**src/design/assert_macros.svh**
```systemverilog
// ----------------------------------------------------------------------------
// assert_macros.svh
// Assertion shorthands used by the capture sequencer unit.
// ----------------------------------------------------------------------------
`ifndef ASSERT_MACROS_SVH
`define ASSERT_MACROS_SVH

// Antecedent implies consequent on the same edge.
`define ASSERT_IMPLIES(lbl, clk, rst_n, ante, cons) \
    lbl: assert property (@(posedge clk) disable iff (!rst_n) (ante) |-> (cons)) \
        else $error("implication check failed");

// Condition must never hold.
`define ASSERT_NEVER(lbl, clk, rst_n, cond) \
    lbl: assert property (@(posedge clk) disable iff (!rst_n) !(cond)) \
        else $error("forbidden condition seen");

`endif

```
**src/design/iscs_pkg.sv**
```systemverilog
// ----------------------------------------------------------------------------
// iscs_pkg
// Types and constants for the image sensor capture sequencer.
// ----------------------------------------------------------------------------
package iscs_pkg;

    localparam int PIXEL_COUNT = 16384;
    localparam int REG_COUNT   = 8;
    localparam int ADDR_BITS   = 3;

    localparam int PIX_W      = (PIXEL_COUNT > 1) ? $clog2(PIXEL_COUNT) : 1;
    localparam int CFG_NUM    = 8;
    localparam int CFG_IDX_W  = 3;
    localparam int CFG_DATA_W = 8;

    localparam logic [3:0]       LAST_BIT  = 4'(ADDR_BITS + 7);
    localparam logic [2:0]       REG_LAST  = 3'(REG_COUNT - 1);
    localparam logic [PIX_W-1:0] PIX_LAST  = PIX_W'(PIXEL_COUNT - 1);

    localparam logic [2:0] RESET_PULSE_TICK = 3'd4;
    localparam logic [2:0] RESET_LAST_TICK  = 3'd5;

    // Sensor register reset values, in send order
    localparam logic [7:0] REG_DEFAULTS [CFG_NUM] = '{
        8'h7F, 8'h02, 8'h00, 8'd90, 8'h01, 8'h00, 8'h01, 8'h04
    };

    typedef enum logic [2:0] {
        PH_IDLE  = 3'd0,
        PH_RESET = 3'd1,
        PH_PROG  = 3'd2,
        PH_START = 3'd3,
        PH_WAIT  = 3'd4,
        PH_READ  = 3'd5
    } phase_t;

    typedef struct packed {
        logic       capture;
        logic       read_level;
        logic [7:0] sample;
    } in_item_t;

    typedef struct packed {
        logic       sensor_clock;
        logic       sensor_reset_n;
        logic       sensor_load;
        logic       sensor_data;
        logic       sensor_start;
        logic       pixel_valid;
        logic [7:0] pixel_value;
        logic       last_pixel;
        logic       busy_res;
    } out_item_t;

endpackage

```
**src/design/iscs_cfg.sv**
```systemverilog
// ----------------------------------------------------------------------------
// iscs_cfg
// Sensor settings register file with one read port for the serializer.
// ----------------------------------------------------------------------------
module iscs_cfg (
    input  logic                            clk,
    input  logic                            rst_n,
    input  logic                            cfg_we,
    input  logic [iscs_pkg::CFG_IDX_W-1:0]  cfg_index,
    input  logic [iscs_pkg::CFG_DATA_W-1:0] cfg_wdata,
    input  logic [2:0]                      rd_index,
    output logic [7:0]                      rd_data
);
    import iscs_pkg::*;

    logic [7:0] regs_reg [CFG_NUM];

    always_ff @(posedge clk or negedge rst_n)
    begin
        if (!rst_n)
        begin
            for (int i = 0; i < CFG_NUM; i++)
            begin
                regs_reg[i] <= REG_DEFAULTS[i];
            end
        end
        else if (cfg_we)
        begin
            regs_reg[cfg_index] <= cfg_wdata;
        end
    end

    assign rd_data = regs_reg[rd_index];

endmodule

```
**src/design/iscs_seq.sv**
```systemverilog
// ----------------------------------------------------------------------------
// iscs_seq
// Per-tick sequencer: reset, register programming, start, READ wait, readout.
// ----------------------------------------------------------------------------
module iscs_seq (
    input  logic                clk,
    input  logic                rst_n,
    input  logic                advance,
    input  iscs_pkg::in_item_t  item,
    input  logic [7:0]          cfg_byte,
    output logic [2:0]          cfg_sel,
    output iscs_pkg::out_item_t result
);
    import iscs_pkg::*;

    phase_t           phase_reg,    phase_next;
    logic [2:0]       half_reg,     half_next;
    logic [3:0]       bit_reg,      bit_next;
    logic [2:0]       regidx_reg,   regidx_next;
    logic [PIX_W-1:0] pix_reg,      pix_next;
    logic             clk_lvl_reg,  clk_lvl_next;
    logic             rst_pin_reg,  rst_pin_next;
    logic             load_pin_reg, load_pin_next;
    logic             data_pin_reg, data_pin_next;
    logic             start_pin_reg, start_pin_next;

    logic       cur_bit;
    logic [3:0] addr_shift;
    logic [3:0] data_pos;
    logic [7:0] addr_byte;

    assign cfg_sel = regidx_reg;

    // Bit being shifted out: address MSB first, then settings byte MSB first
    always_comb
    begin
        addr_shift = 4'(ADDR_BITS - 1) - bit_reg;
        data_pos   = bit_reg - 4'(ADDR_BITS);
        addr_byte  = {5'd0, regidx_reg};
        if (bit_reg < 4'(ADDR_BITS))
        begin
            cur_bit = addr_byte[addr_shift[2:0]];
        end
        else
        begin
            cur_bit = cfg_byte[3'd7 - data_pos[2:0]];
        end
    end

    always_comb
    begin
        phase_next     = phase_reg;
        half_next      = half_reg;
        bit_next       = bit_reg;
        regidx_next    = regidx_reg;
        pix_next       = pix_reg;
        clk_lvl_next   = clk_lvl_reg;
        rst_pin_next   = rst_pin_reg;
        load_pin_next  = load_pin_reg;
        data_pin_next  = data_pin_reg;
        start_pin_next = start_pin_reg;
        result         = '0;

        if (phase_next == PH_IDLE && item.capture)
        begin
            phase_next = PH_RESET;
            half_next  = 3'd0;
        end
        result.busy_res = (phase_next != PH_IDLE);

        case (phase_next)
            PH_RESET:
            begin
                clk_lvl_next = ~half_next[0];
                rst_pin_next = (half_next != RESET_PULSE_TICK);
                if (half_next >= RESET_LAST_TICK)
                begin
                    phase_next  = PH_PROG;
                    half_next   = 3'd0;
                    bit_next    = 4'd0;
                    regidx_next = 3'd0;
                end
                else
                begin
                    half_next = half_next + 3'd1;
                end
            end
            PH_PROG:
            begin
                if (half_next == 3'd0)
                begin
                    data_pin_next = cur_bit;
                    load_pin_next = (bit_reg == LAST_BIT);
                    clk_lvl_next  = 1'b1;
                    half_next     = 3'd1;
                end
                else
                begin
                    clk_lvl_next = 1'b0;
                    half_next    = 3'd0;
                    if (bit_reg >= LAST_BIT)
                    begin
                        bit_next = 4'd0;
                        if (regidx_reg >= REG_LAST)
                        begin
                            regidx_next = 3'd0;
                            phase_next  = PH_START;
                        end
                        else
                        begin
                            regidx_next = regidx_reg + 3'd1;
                        end
                    end
                    else
                    begin
                        bit_next = bit_reg + 4'd1;
                    end
                end
            end
            PH_START:
            begin
                load_pin_next = 1'b0;
                if (half_next == 3'd0)
                begin
                    start_pin_next = 1'b1;
                    clk_lvl_next   = 1'b1;
                    half_next      = 3'd1;
                end
                else
                begin
                    start_pin_next = 1'b0;
                    clk_lvl_next   = 1'b0;
                    half_next      = 3'd0;
                    phase_next     = PH_WAIT;
                end
            end
            PH_WAIT:
            begin
                // READ is looked at only while the clock rests low
                if (!clk_lvl_reg)
                begin
                    if (item.read_level)
                    begin
                        phase_next = PH_READ;
                        pix_next   = '0;
                        half_next  = 3'd0;
                    end
                    else
                    begin
                        clk_lvl_next = 1'b1;
                    end
                end
                else
                begin
                    clk_lvl_next = 1'b0;
                end
            end
            default:
            begin
            end
        endcase

        // Readout may start on the same tick READ was seen
        if (phase_next == PH_READ)
        begin
            if (half_next == 3'd0)
            begin
                clk_lvl_next = 1'b1;
                half_next    = 3'd1;
            end
            else
            begin
                clk_lvl_next       = 1'b0;
                half_next          = 3'd0;
                result.pixel_valid = 1'b1;
                result.pixel_value = item.sample;
                if (pix_next >= PIX_LAST)
                begin
                    result.last_pixel = 1'b1;
                    pix_next          = '0;
                    phase_next        = PH_IDLE;
                end
                else
                begin
                    pix_next = pix_next + PIX_W'(1);
                end
            end
        end

        result.sensor_clock   = clk_lvl_next;
        result.sensor_reset_n = rst_pin_next;
        result.sensor_load    = load_pin_next;
        result.sensor_data    = data_pin_next;
        result.sensor_start   = start_pin_next;
    end

    always_ff @(posedge clk or negedge rst_n)
    begin
        if (!rst_n)
        begin
            phase_reg     <= PH_IDLE;
            half_reg      <= 3'd0;
            bit_reg       <= 4'd0;
            regidx_reg    <= 3'd0;
            pix_reg       <= '0;
            clk_lvl_reg   <= 1'b0;
            rst_pin_reg   <= 1'b1;
            load_pin_reg  <= 1'b0;
            data_pin_reg  <= 1'b0;
            start_pin_reg <= 1'b0;
        end
        else if (advance)
        begin
            phase_reg     <= phase_next;
            half_reg      <= half_next;
            bit_reg       <= bit_next;
            regidx_reg    <= regidx_next;
            pix_reg       <= pix_next;
            clk_lvl_reg   <= clk_lvl_next;
            rst_pin_reg   <= rst_pin_next;
            load_pin_reg  <= load_pin_next;
            data_pin_reg  <= data_pin_next;
            start_pin_reg <= start_pin_next;
        end
    end

endmodule

```
**src/design/image_sensor_capture_sequencer_unit.sv**
```systemverilog
// ----------------------------------------------------------------------------
// image_sensor_capture_sequencer_unit
// Capture sequencer for a serially programmed image sensor, one beat per
// sensor clock half-period.
//
//   Channel  Signals                             Beat
//   -------  ----------------------------------  -----------------------------
//   in       in_valid / in_stall / in_item       one half-period tick
//   out      out_valid / out_stall / out_item    pin levels and pixel for tick
//   cfg      cfg_we / cfg_index / cfg_wdata      one sensor settings byte
//
// Each beat passes an input register, the sequencer step and an output
// register; one beat per cycle sustained while the output is not stalled.
// A full picture is a reset, a programming pass over all REG_COUNT registers,
// a start pulse, the READ wait and the readout of all PIXEL_COUNT pixels.
// Reset clears control state and loads the sensor register defaults.
// A stalled output holds; the input stalls only when both stages are full.
// ----------------------------------------------------------------------------
module image_sensor_capture_sequencer_unit (
    input  logic                            clk,
    input  logic                            rst_n,
    input  logic                            in_valid,
    output logic                            in_stall,
    input  iscs_pkg::in_item_t              in_item,
    output logic                            out_valid,
    input  logic                            out_stall,
    output iscs_pkg::out_item_t             out_item,
    input  logic                            cfg_we,
    input  logic [iscs_pkg::CFG_IDX_W-1:0]  cfg_index,
    input  logic [iscs_pkg::CFG_DATA_W-1:0] cfg_wdata
);
    import iscs_pkg::*;

    `include "assert_macros.svh"

    logic      in_valid_reg;
    in_item_t  in_item_reg;
    logic      out_valid_reg;
    out_item_t out_item_reg;
    logic      advance;
    logic      in_take;
    out_item_t step_result;
    logic [2:0] cfg_sel;
    logic [7:0] cfg_byte;

    assign advance  = in_valid_reg && (!out_valid_reg || !out_stall);
    assign in_stall = in_valid_reg && !advance;
    assign in_take  = in_valid && !in_stall;

    iscs_cfg u_cfg (
        .clk       (clk),
        .rst_n     (rst_n),
        .cfg_we    (cfg_we),
        .cfg_index (cfg_index),
        .cfg_wdata (cfg_wdata),
        .rd_index  (cfg_sel),
        .rd_data   (cfg_byte)
    );

    iscs_seq u_seq (
        .clk      (clk),
        .rst_n    (rst_n),
        .advance  (advance),
        .item     (in_item_reg),
        .cfg_byte (cfg_byte),
        .cfg_sel  (cfg_sel),
        .result   (step_result)
    );

    always_ff @(posedge clk or negedge rst_n)
    begin
        if (!rst_n)
        begin
            in_valid_reg  <= 1'b0;
            out_valid_reg <= 1'b0;
        end
        else
        begin
            if (in_take)
            begin
                in_valid_reg <= 1'b1;
            end
            else if (advance)
            begin
                in_valid_reg <= 1'b0;
            end

            if (advance)
            begin
                out_valid_reg <= 1'b1;
            end
            else if (!out_stall)
            begin
                out_valid_reg <= 1'b0;
            end
        end
    end

    always_ff @(posedge clk)
    begin
        if (in_take)
        begin
            in_item_reg <= in_item;
        end
        if (advance)
        begin
            out_item_reg <= step_result;
        end
    end

    assign out_valid = out_valid_reg;
    assign out_item  = out_item_reg;

    `ASSERT_IMPLIES(a_last_has_pixel, clk, rst_n, out_valid && out_item.last_pixel, out_item.pixel_valid)
    `ASSERT_IMPLIES(a_pixel_when_busy, clk, rst_n, out_valid && out_item.pixel_valid, out_item.busy_res)
    `ASSERT_IMPLIES(a_no_pixel_zero, clk, rst_n, out_valid && !out_item.pixel_valid, out_item.pixel_value == 8'd0)
    `ASSERT_NEVER(a_stall_needs_item, clk, rst_n, in_stall && !in_valid_reg)

endmodule

```
**config.mk**
```make
export PLATFORM = sky130hd
export DESIGN_NAME = image_sensor_capture_sequencer_unit
export DESIGN_NICKNAME = d
export VERILOG_FILES = /design/src/design/iscs_pkg.sv /design/src/design/iscs_cfg.sv /design/src/design/iscs_seq.sv /design/src/design/image_sensor_capture_sequencer_unit.sv
export VERILOG_INCLUDE_DIRS = /design/src /design/src/design
export SDC_FILE = /design/constraint.sdc
export NUM_CORES = 1
export LEC_CHECK = 0
export ABC_AREA = 0
export BUFFER_PORTS_ARGS = -buffer_cell sky130_fd_sc_hd__buf_2
export CAP_MARGIN = 5
export CORE_MARGIN = 3
export CORE_UTILIZATION = 55
export CTS_CLUSTER_SIZE = 12
export DETAILED_ROUTE_END_ITERATION = 12
export MAX_ROUTING_LAYER = met4
export PLACE_DENSITY_LB_ADDON = 0.25
export SLEW_MARGIN = 25
export SYNTH_ARGS = -nofsm -noshare
export SYNTH_HDL_FRONTEND = slang
export SYNTH_HIERARCHICAL = 1
export SYNTH_SLANG_ARGS = --single-unit
export TNS_END_PERCENT = 50
```
**constraint.sdc**
```tcl
create_clock -name clk -period 2.85 [get_ports clk]
set_input_delay 0.285 -clock clk [delete_from_list [all_inputs] [get_ports clk]]
set_output_delay 0.285 -clock clk [all_outputs]
set_load 0.01 [all_outputs]
```
==> impl_results.rst, run 1 <==
.. list-table::
   :header-rows: 1

   * - Metric
     - Value
   * - Clk_skew
     - 7.58 ps
   * - Cell internal pwr
     - 4.70 mW
   * - Die width
     - 113 microns
   * - Grt peak-use layer
     - met2
   * - Net switching power of the design
     - 2.09 mW
   * - Synth area leader
     - sky130_fd_sc_hd__dfrtp_1
   * - Highest Clock Rate
     - about 0.35 GHz
   * - PnR Total Power
     - a little under 7 mW
   * - Die Y-Extent
     - 113 microns
   * - Grt total ovfl
     - 0
   * - Number of unique standard cell types used by synthesis
     - 72
   * - Clock Sinks
     - 124
   * - Total leakage power
     - 3.13 nW
   * - Arrival time at the worst endpoint
     - ~3100 ps
   * - Fraction of met1 tracks used by global routing
     - roughly 28%
   * - DRC violation count after routing
     - 0
   * - Number of standard cells in the final layout excluding fillers
     - 708
   * - Final hold slack
     - 41.5 ps
   * - Core utilization of the finished layout
     - 69.7%
   * - Number of storage elements in the synthesis netlist
     - 124
   * - Floorplan row count
     - 38
   * - Slew Viols, Final
     - 0
   * - Worst Hold Class
     - in -> reg
   * - Synthesis warning total
     - 6
   * - Prevailing post-synth register cell
     - sky130_fd_sc_hd__dfrtp_1
   * - Clock buffers created by TritonCTS
     - 17
   * - Post-synthesis average cell area
     - about 13 sq um
   * - Worst endpoint required time
     - 3130 ps
   * - Fillers
     - roughly 740
   * - Fin area
     - ~0.0077 sq mm
   * - H-Tree Depth
     - 4
   * - Cell depth of the worst hold path
     - 1
   * - Relative contribution of sequential cells to total power
     - 36.6%
   * - Area Growth Syn to Fin
     - 21.9%
   * - Critical Setup Path Class
     - reg -> reg
   * - Post-Synthesis Cell Area
     - ~0.0063 sq mm
   * - Gate count after technology mapping
     - ~480
   * - Violations in the final reports
     - negative setup slack
   * - Instance area after placement
     - 0.00678 sq mm
   * - Status
     - complete, but fails checks
   * - Least setup slack across all paths after layout
     - -9.87 ps
   * - Clock Power Share
     - between 30% and 40%
   * - Global-route track usage on met3
     - 6.74%
   * - Fraction of layout instances using a drive strength above 1
     - 47.7%
   * - Number of placed instances with taps included
     - 660
   * - VDD IR max
     - between 600 and 700 uV
   * - Flip-flop count of the largest register after layout
     - 64
   * - Ant. Diodes
     - 0
   * - Setup violations, final
     - 2
   * - Count of flip-flops with a built-in enable after synthesis
     - 26
   * - Worst setup slack before clock tree synthesis
     - -169 ps
   * - Part of the total power dissipated in combinational logic
     - 32.8%
   * - Core box area
     - 0.0110 sq mm
   * - Final worst path period need
     - 2860 ps
   * - Antenna viol nets, final
     - 0
   * - Sequential fraction of the synthesis area
     - 51.8%
   * - Fraction of synthesis flops using an asynchronous set or reset pin
     - 79.0%
   * - Max Cap Violations
     - 0
   * - Transition at the pin with the smallest max-transition slack
     - 734 ps
   * - Synthesized netlist net count
     - just over 500
   * - Count of input and output buffers
     - 43
   * - Area fraction of the dominant cell type after synthesis
     - roughly 33%
   * - GR Util All Layers
     - between 20% and 30%
   * - Largest cells by area after synthesis
     - sky130_fd_sc_hd__dfrtp_1 (33%), sky130_fd_sc_hd__mux2_2 (14%), sky130_fd_sc_hd__edfxtp_1 (12%)
   * - Mean routed wirelength per cell
     - about 21 microns
   * - Area of all sequential standard cells
     - 0.00325 sq mm
   * - RSZ-0062 raised after global routing
     - yes
   * - Worst Setup End Kind
     - flip-flop
   * - Skew-Pair Late Insertion Delay
     - 420 ps
   * - Switching share of power
     - 30.7%
   * - I/O pins
     - 44
   * - Number of antenna violations at the first check in global routing
     - 0
   * - Number of vias per cell after detailed routing
     - 6.20
   * - DPL Wire Length
     - 8.96 mm
   * - Final hold violation count
     - 0
   * - Post-layout nets
     - about 590
   * - Total number of vias
     - approximately 4.4k
   * - Via count of the first global-routing pass
     - 4457
   * - Count of TritonRoute iterations in the first routing pass
     - 5
   * - Setup crit start kind
     - flip-flop
   * - Final weighted congestion in routability-driven placement
     - 0.932
   * - Footprint of the multi-input gates
     - 0.00298 sq mm
   * - Clock transition at the registers of the reported paths
     - 50 ps
   * - Clock tree root buffer cell
     - sky130_fd_sc_hd__clkbuf_16
   * - Effective utilization at floorplan
     - 57.2%
   * - Met2 usage
     - 39.0%
   * - Detailed router's first-iteration violation count
     - 371
   * - Setup tns final
     - -12.9 ps
   * - Area of the die
     - roughly 0.013 sq mm
   * - Buffer levels on the longest clock path
     - 2
   * - Total routed wirelength
     - 14.6 mm
   * - Final cycle utilization of the critical path
     - 100%
   * - TritonCTS clock tree
     - yes
   * - Register-to-Register Path Depth
     - 11
   * - Critical path fanouts, max
     - 6
   * - Tightest slew margin relative to the limit
     - 50.9%
   * - P per Cell Area
     - 886 mW/mm^2
   * - Global-route wire length before repair
     - 22.7 mm
   * - Maximum number of pins on one net before global-route repair
     - 63
==> Yosys cell counts (all sizes together), types with 2 or more instances <==
cell	n
clkbuf	12
dfrtp	82
a21boi	2
edfxtp	26
nor3	7
ha	7
nand4	7
a21oi	10
nand2	27
nor2b	3
o41ai	2
and3	4
mux2	79
a22o	2
o22a	2
nor4bb	3
nand3	12
nand2b	3
a22oi	2
o31ai	6
nand4b	4
or4b	2
or4	4
mux4	18
o21a	2
and2	17
mux2i	4
inv	11
a32oi	2
o311ai	5
buf	23
nor2	21
or2	2
a31o	2
nor4b	4
a41oi	2
a21o	3
dfstp	16
nand3b	4
and4	2
nor4	5
o211ai	7
o21ai	13
==> area by class of cell <==
cell class	count	area share, %
inverter	11	0.572
multi-input combinational	314	38.9
tap	140	2.29
timing repair buffer	87	8.20
clock buffer	26	6.78
sequential	124	42.5
clock inverter	6	0.735
==> path summary, 6_finish.rpt <==
check | from | to | slack [ps]
worst max-delay path | u_seq/phase_reg[0] | u_seq/pix_reg[6] | -10
worst min-delay path | in_item[2] | in_item_reg[2] | 40
worst max register to register | u_seq/phase_reg[0] | u_seq/pix_reg[6] | -10
worst min register to register | u_cfg/regs_reg[26] | u_cfg/regs_reg[26] | 510
max in group asynchronous | rst_n | u_cfg/regs_reg[59] | 1750
min in group asynchronous | rst_n | u_seq/clk_lvl_reg | 370
==> layout by cell type (no fill, tap or decap), drive strengths merged, types with 12 or more instances in the layout <==
| cell type | instances |
|---|---|
| inv | 12 |
| o21ai | 13 |
| nand2 | 27 |
| buf | 85 |
| nor2 | 21 |
| dfrtp | 82 |
| clkbuf | 27 |
| nand3 | 12 |
| and2 | 17 |
| edfxtp | 26 |
| dfstp | 16 |
| mux2 | 79 |
| mux4 | 18 |
==> metal layers <==
metal,vias up,part of all wire (%)
met4,0,3.0
met1,2219,40
li1,1970,-
met2,166,51
met5,-,0
met3,37,5.8
==> power by group through the flow <==
stage / logic, mW / registers, mW / clock network, mW
after floorplan: 1.35 / 2.43 / 0
after global placement: 1.78 / 2.46 / 0
after detailed placement: 1.84 / 2.48 / 0
after CTS: 2.01 / 2.46 / 2.10
after global routing: 2.41 / 2.52 / 2.20
final: 2.23 / 2.48 / 2.08
==> critical path, stage by stage (launching register included) <==
cell and delay (ps):
sky130_fd_sc_hd__dfrtp_1 370, sky130_fd_sc_hd__or4b_4 560, sky130_fd_sc_hd__buf_6 140, sky130_fd_sc_hd__nand2_4 80, sky130_fd_sc_hd__inv_2 40, sky130_fd_sc_hd__ha_2 180, sky130_fd_sc_hd__nand4b_1 170, sky130_fd_sc_hd__a31o_2 280
sky130_fd_sc_hd__a31o_4 270, sky130_fd_sc_hd__buf_6 150, sky130_fd_sc_hd__o211ai_1 310, sky130_fd_sc_hd__o41ai_4 160
==> cell families (layout without fill, tap and decap cells) <==
family                   after synthesis  in the layout  share of synthesized area [%]
AO/OA/AOI/OAI                         73             73                           8.44
flip-flops                           124            124                           51.8
buffers and inverters                 46            130                           3.80
AND/OR/NAND/NOR                      133            133                           12.5
multiplexers                         101            101                           22.1
adder cells (fa/ha/maj)                7              7                           1.39
==> repair_timing <==
item	4_1_cts	5_1_grt
hold endpoints to repair	32	0
gates resized for setup	17	49
hold buffers	1	0
pin swaps	11	9
setup buffers	7	7
gates cloned	0	1
endpoints found under the setup margin	18	30
Note: power is estimated with default switching activity, not from simulation.
==> run 2: changes to the inputs <==
--- a/config.mk
+++ b/config.mk
@@ -18,6 +18,5 @@
 export SLEW_MARGIN = 25
 export SYNTH_ARGS = -nofsm -noshare
 export SYNTH_HDL_FRONTEND = slang
-export SYNTH_HIERARCHICAL = 1
 export SYNTH_SLANG_ARGS = --single-unit
 export TNS_END_PERCENT = 50
==> run 2 against run 1 <==
Against the previous run: the run now ends clean; area after synthesis is 1.9% higher; clock power hardly changed; critical path depth is 1 lower; clock skew is 2.0 ps higher; non-clock buffer count is 4 lower; via count is 6.6% higher; synthesized cell count is 7.0% higher; clock-buffer cell count is 4 lower; fmax is 1.4% higher; design area is 0.28% higher; critical endpoint is now out_item[6]; largest power group is now combinational logic; highest routed layer unchanged.
==> impl_results.rst, run 2 <==
.. list-table::
   :header-rows: 1

   * - Metric
     - Value
   * - Worst Setup End Kind
     - flip-flop
   * - Most numerous cell in the Yosys netlist
     - sky130_fd_sc_hd__dfrtp_1
   * - Clock Sinks
     - 124 (unchanged)
   * - Area of the die
     - 0.0130 sq mm (+1.8%)
   * - Mux contribution to synthesized area
     - 19.1% (-3.0 points)
   * - Number of vias per cell after detailed routing
     - 6.30 (+1.6%)
   * - Global-route wire length before repair
     - 24.4 mm (+7.3%)
   * - RSZ-0062 raised after global routing
     - yes
   * - Share of synthesized cell area in and, or, nand and nor gates
     - 13.9% (+1.5 points)
   * - Adder-cell share of the synthesized area
     - 1.37% (-0.025 points)
   * - Count of flip-flops with a built-in enable after synthesis
     - 26 (unchanged)
   * - Launch point of the worst path
     - u_seq.phase_reg[2]
   * - P per Cell Area
     - 974 mW/mm^2 (+10%)
   * - Die width
     - 114 microns (+0.87%)
   * - Synth area leader
     - sky130_fd_sc_hd__dfrtp_1
   * - Area fraction of the dominant cell type after synthesis
     - 32.1% (-0.59 points)
   * - Prevailing post-synth register cell
     - sky130_fd_sc_hd__dfrtp_1
   * - R2R Path Start
     - u_seq.phase_reg[2]
   * - Flip-flop count of the largest register after layout
     - 64 (unchanged)
   * - Worst Setup EP
     - out_item[6]
   * - Largest cells by area after synthesis
     - sky130_fd_sc_hd__dfrtp_1 (32%), sky130_fd_sc_hd__edfxtp_1 (12%), sky130_fd_sc_hd__mux2_2 (12%)
   * - Gate count after technology mapping
     - 518 (+7.0%)
   * - Synthesis warning total
     - 0 (-6)
   * - Setup crit start kind
     - flip-flop
   * - Fraction of layout instances using a drive strength above 1
     - 40.6% (-7.1 points)
   * - Post-synthesis average cell area
     - 12.4 sq um (-4.8%)
   * - Synthesized netlist net count
     - 551 (+6.6%)
   * - Final hold violation count
     - 0 (unchanged)
   * - Buffer levels on the longest clock path
     - 2 (unchanged)
   * - Area Growth Syn to Fin
     - 20.0%
   * - I/O pins
     - 44 (unchanged)
   * - Final hold slack
     - 38.7 ps (-2.81 ps)
   * - Max Cap Violations
     - 0 (unchanged)
   * - Total leakage power
     - 3.12 nW (-0.30%)
   * - Maximum number of pins on one net before global-route repair
     - 48 (-24%)
   * - Final worst path period need
     - 2820 ps (-40.5 ps)
   * - Antenna viol nets, final
     - 0 (unchanged)
   * - Number of storage elements in the synthesis netlist
     - 124 (unchanged)
   * - DPL Wire Length
     - 9.79 mm (+9.2%)
   * - Die Y-Extent
     - 114 microns (+0.87%)
   * - Critical Setup Path Class
     - reg -> reg
   * - Clock tree root buffer cell
     - sky130_fd_sc_hd__clkbuf_16
   * - Final weighted congestion in routability-driven placement
     - 0.867 (-7.0%)
   * - Transition at the pin with the smallest max-transition slack
     - 670 ps (-64.2 ps)
   * - VDD IR max
     - 675 uV (+7.7%)
   * - Core box area
     - 0.0111 sq mm (+1.3%)
   * - Tightest slew margin relative to the limit
     - 55.1% (+4.3 points)
   * - Via count of the first global-routing pass
     - 4824 (+8.2%)
   * - Worst endpoint required time
     - 3030 ps (-100 ps)
   * - Detailed router's first-iteration violation count
     - 330 (-11%)
   * - Post-synthesis compound-gate area fraction
     - 11.4% (+2.9 points)
   * - Worst setup slack before clock tree synthesis
     - 20.9 ps (+190 ps)
   * - Clock transition at the registers of the reported paths
     - 60 ps (about the same)
   * - Post-Synthesis Cell Area
     - 0.00640 sq mm (+1.9%)
   * - Least setup slack across all paths after layout
     - 30.7 ps (+40.5 ps)
   * - Status
     - completed
   * - Mean routed wirelength per cell
     - 20.4 microns (-0.87%)
   * - Main combinational cell family by area after synthesis
     - multiplexers
   * - Skew-Pair Late Insertion Delay
     - 420 ps (about the same)
   * - Grt total ovfl
     - 0 (unchanged)
   * - Worst R2R End
     - out_item[6]
   * - Worst Hold Class
     - in -> reg
   * - Highest Clock Rate
     - 0.355 GHz (+1.4%)
   * - Slew Viols, Final
     - 0 (unchanged)
   * - Commonest cells after routing, fill and taps aside
     - sky130_fd_sc_hd__dfrtp_1 (82), sky130_fd_sc_hd__mux2_2 (69), sky130_fd_sc_hd__buf_2 (42)
   * - Setup violations, final
     - 0 (-2)
   * - Effective utilization at floorplan
     - 57.5% (+0.31 points)
   * - Total routed wirelength
     - 15.2 mm (+4.0%)
   * - Register-to-register setup slack
     - 30 ps (+40 ps)
   * - Top post-synthesis cells by count
     - sky130_fd_sc_hd__dfrtp_1 (82), sky130_fd_sc_hd__mux2_2 (69), sky130_fd_sc_hd__nand2_1 (42)
   * - Ant. Diodes
     - 0 (unchanged)
   * - Fraction of synthesis flops using an asynchronous set or reset pin
     - 79.0% (unchanged)
   * - Sequential fraction of the synthesis area
     - 50.8% (-0.94 points)
   * - Count of input and output buffers
     - 43 (unchanged)
   * - Parity-gate share of the synthesized area counting xor and xnor cells
     - 0.137% (+0.14 points)
   * - Register-to-Register Path Depth
     - 10 (-1)
   * - Arrival time at the worst endpoint
     - 3000 ps (-140 ps)
   * - Critical path fanouts, max
     - 5 (-1)
   * - H-Tree Depth
     - 4 (unchanged)
   * - Total number of vias
     - 4682 (+6.6%)
   * - Floorplan row count
     - 38 (unchanged)
   * - Number of unique standard cell types used by synthesis
     - 70 (-2.8%)
   * - Clk_skew
     - 9.57 ps (+1.99 ps)
   * - Core utilization of the finished layout
     - 69.0% (-0.70 points)
   * - GR Util All Layers
     - 25.2% (+1.3 points)
   * - Leading cell type in the layout, fill and taps excluded
     - sky130_fd_sc_hd__dfrtp_1
   * - TritonCTS clock tree
     - yes
   * - Final cycle utilization of the critical path
     - 98.9% (-1.4 points)
   * - Clock buffers created by TritonCTS
     - 17 (unchanged)
   * - DRC violation count after routing
     - 0 (unchanged)
   * - Post-layout nets
     - 623 (+6.0%)
   * - Number of antenna violations at the first check in global routing
     - 0 (unchanged)
   * - Count of TritonRoute iterations in the first routing pass
     - 4 (-1)
[run 2: timing repair]
action	CTS	global route
setup buffers	0	3
hold buffers	1	0
gates resized for setup	0	26
hold endpoints to repair	38	0
setup endpoints to repair	0	22
[run 2: power breakdown]
group | internal, mW | switching [mW] | total, mW
clock network | 1.31 | 0.798 | 2.11
logic | 1.34 | 1.52 | 2.86
registers | 2.26 | 0.254 | 2.52
[run 2: worst max-delay path: stages (launching register included)]
cell and delay [ps]:
sky130_fd_sc_hd__dfrtp_1 370, sky130_fd_sc_hd__or4b_4 580, sky130_fd_sc_hd__and2_4 210, sky130_fd_sc_hd__ha_4 170
sky130_fd_sc_hd__a32oi_4 190, sky130_fd_sc_hd__a31oi_4 60, sky130_fd_sc_hd__buf_6 130, sky130_fd_sc_hd__a2111o_1 400
sky130_fd_sc_hd__buf_6 170, sky130_fd_sc_hd__clkbuf_16 140, sky130_fd_sc_hd__and3_4 150
[run 2: cell families (layout without fill, tap and decap cells)]
family | count (synthesis) | in the layout
AND/OR/NAND/NOR | 161 | 161
buffers and inverters | 42 | 127
adder cells (fa/ha/maj) | 7 | 7
XOR/XNOR | 1 | 1
multiplexers | 91 | 91
flip-flops | 124 | 124
AO/OA/AOI/OAI | 92 | 92
[run 2: layout make-up]
cell class,count,area [sq um]
Fill cell,794,3440
Sequential cell,124,3250
Tap cell,140,175
Clock inverter,10,114
Timing Repair Buffer,83,606
Clock buffer,22,454
Multi-Input combinational cell,352,3030
Inverter,12,45.0
[run 2: how the worst min path moves through the flow]
| stage | cells after the start | end | start | slack, ps |
|---|---|---|---|---|
| after floorplan | 0 | in_valid_reg | rst_n | -10 |
| after global placement | 1 | u_seq.pix_reg[13] | rst_n | 350 |
| after detailed placement | 1 | u_seq.pix_reg[3] | rst_n | 370 |
| after CTS | 1 | in_item_reg[1] | in_item[1] | 30 |
| after global routing | 1 | in_item_reg[1] | in_item[1] | 20 |
| final | 1 | in_item_reg[4] | in_item[4] | 40 |
[run 2: stage by stage]
step,power [mW],TNS [ps],instance area [sq um],instances
3_3_place_gp,4.86,0,6920,705
4_1_cts,7.08,0,7500,738
6_report,7.48,0,7680,743
2_1_floorplan,4.21,0,6400,518
5_1_grt,7.87,-270,7680,743
3_5_place_dp,4.97,0,6920,705
[run 2: per-layer routing]
layer  part of all wire, %  global-route usage (%)  vias to the layer above  routed length [microns]
li1                      -                       -                     2142                        -
met1                    41                    29.8                     2369                     6240
met2                    52                    41.9                      138                     7930
met3                   4.3                    5.84                       33                      659
met4                   2.2                    10.1                        0                      338
met5                     0                       -                        -                        0
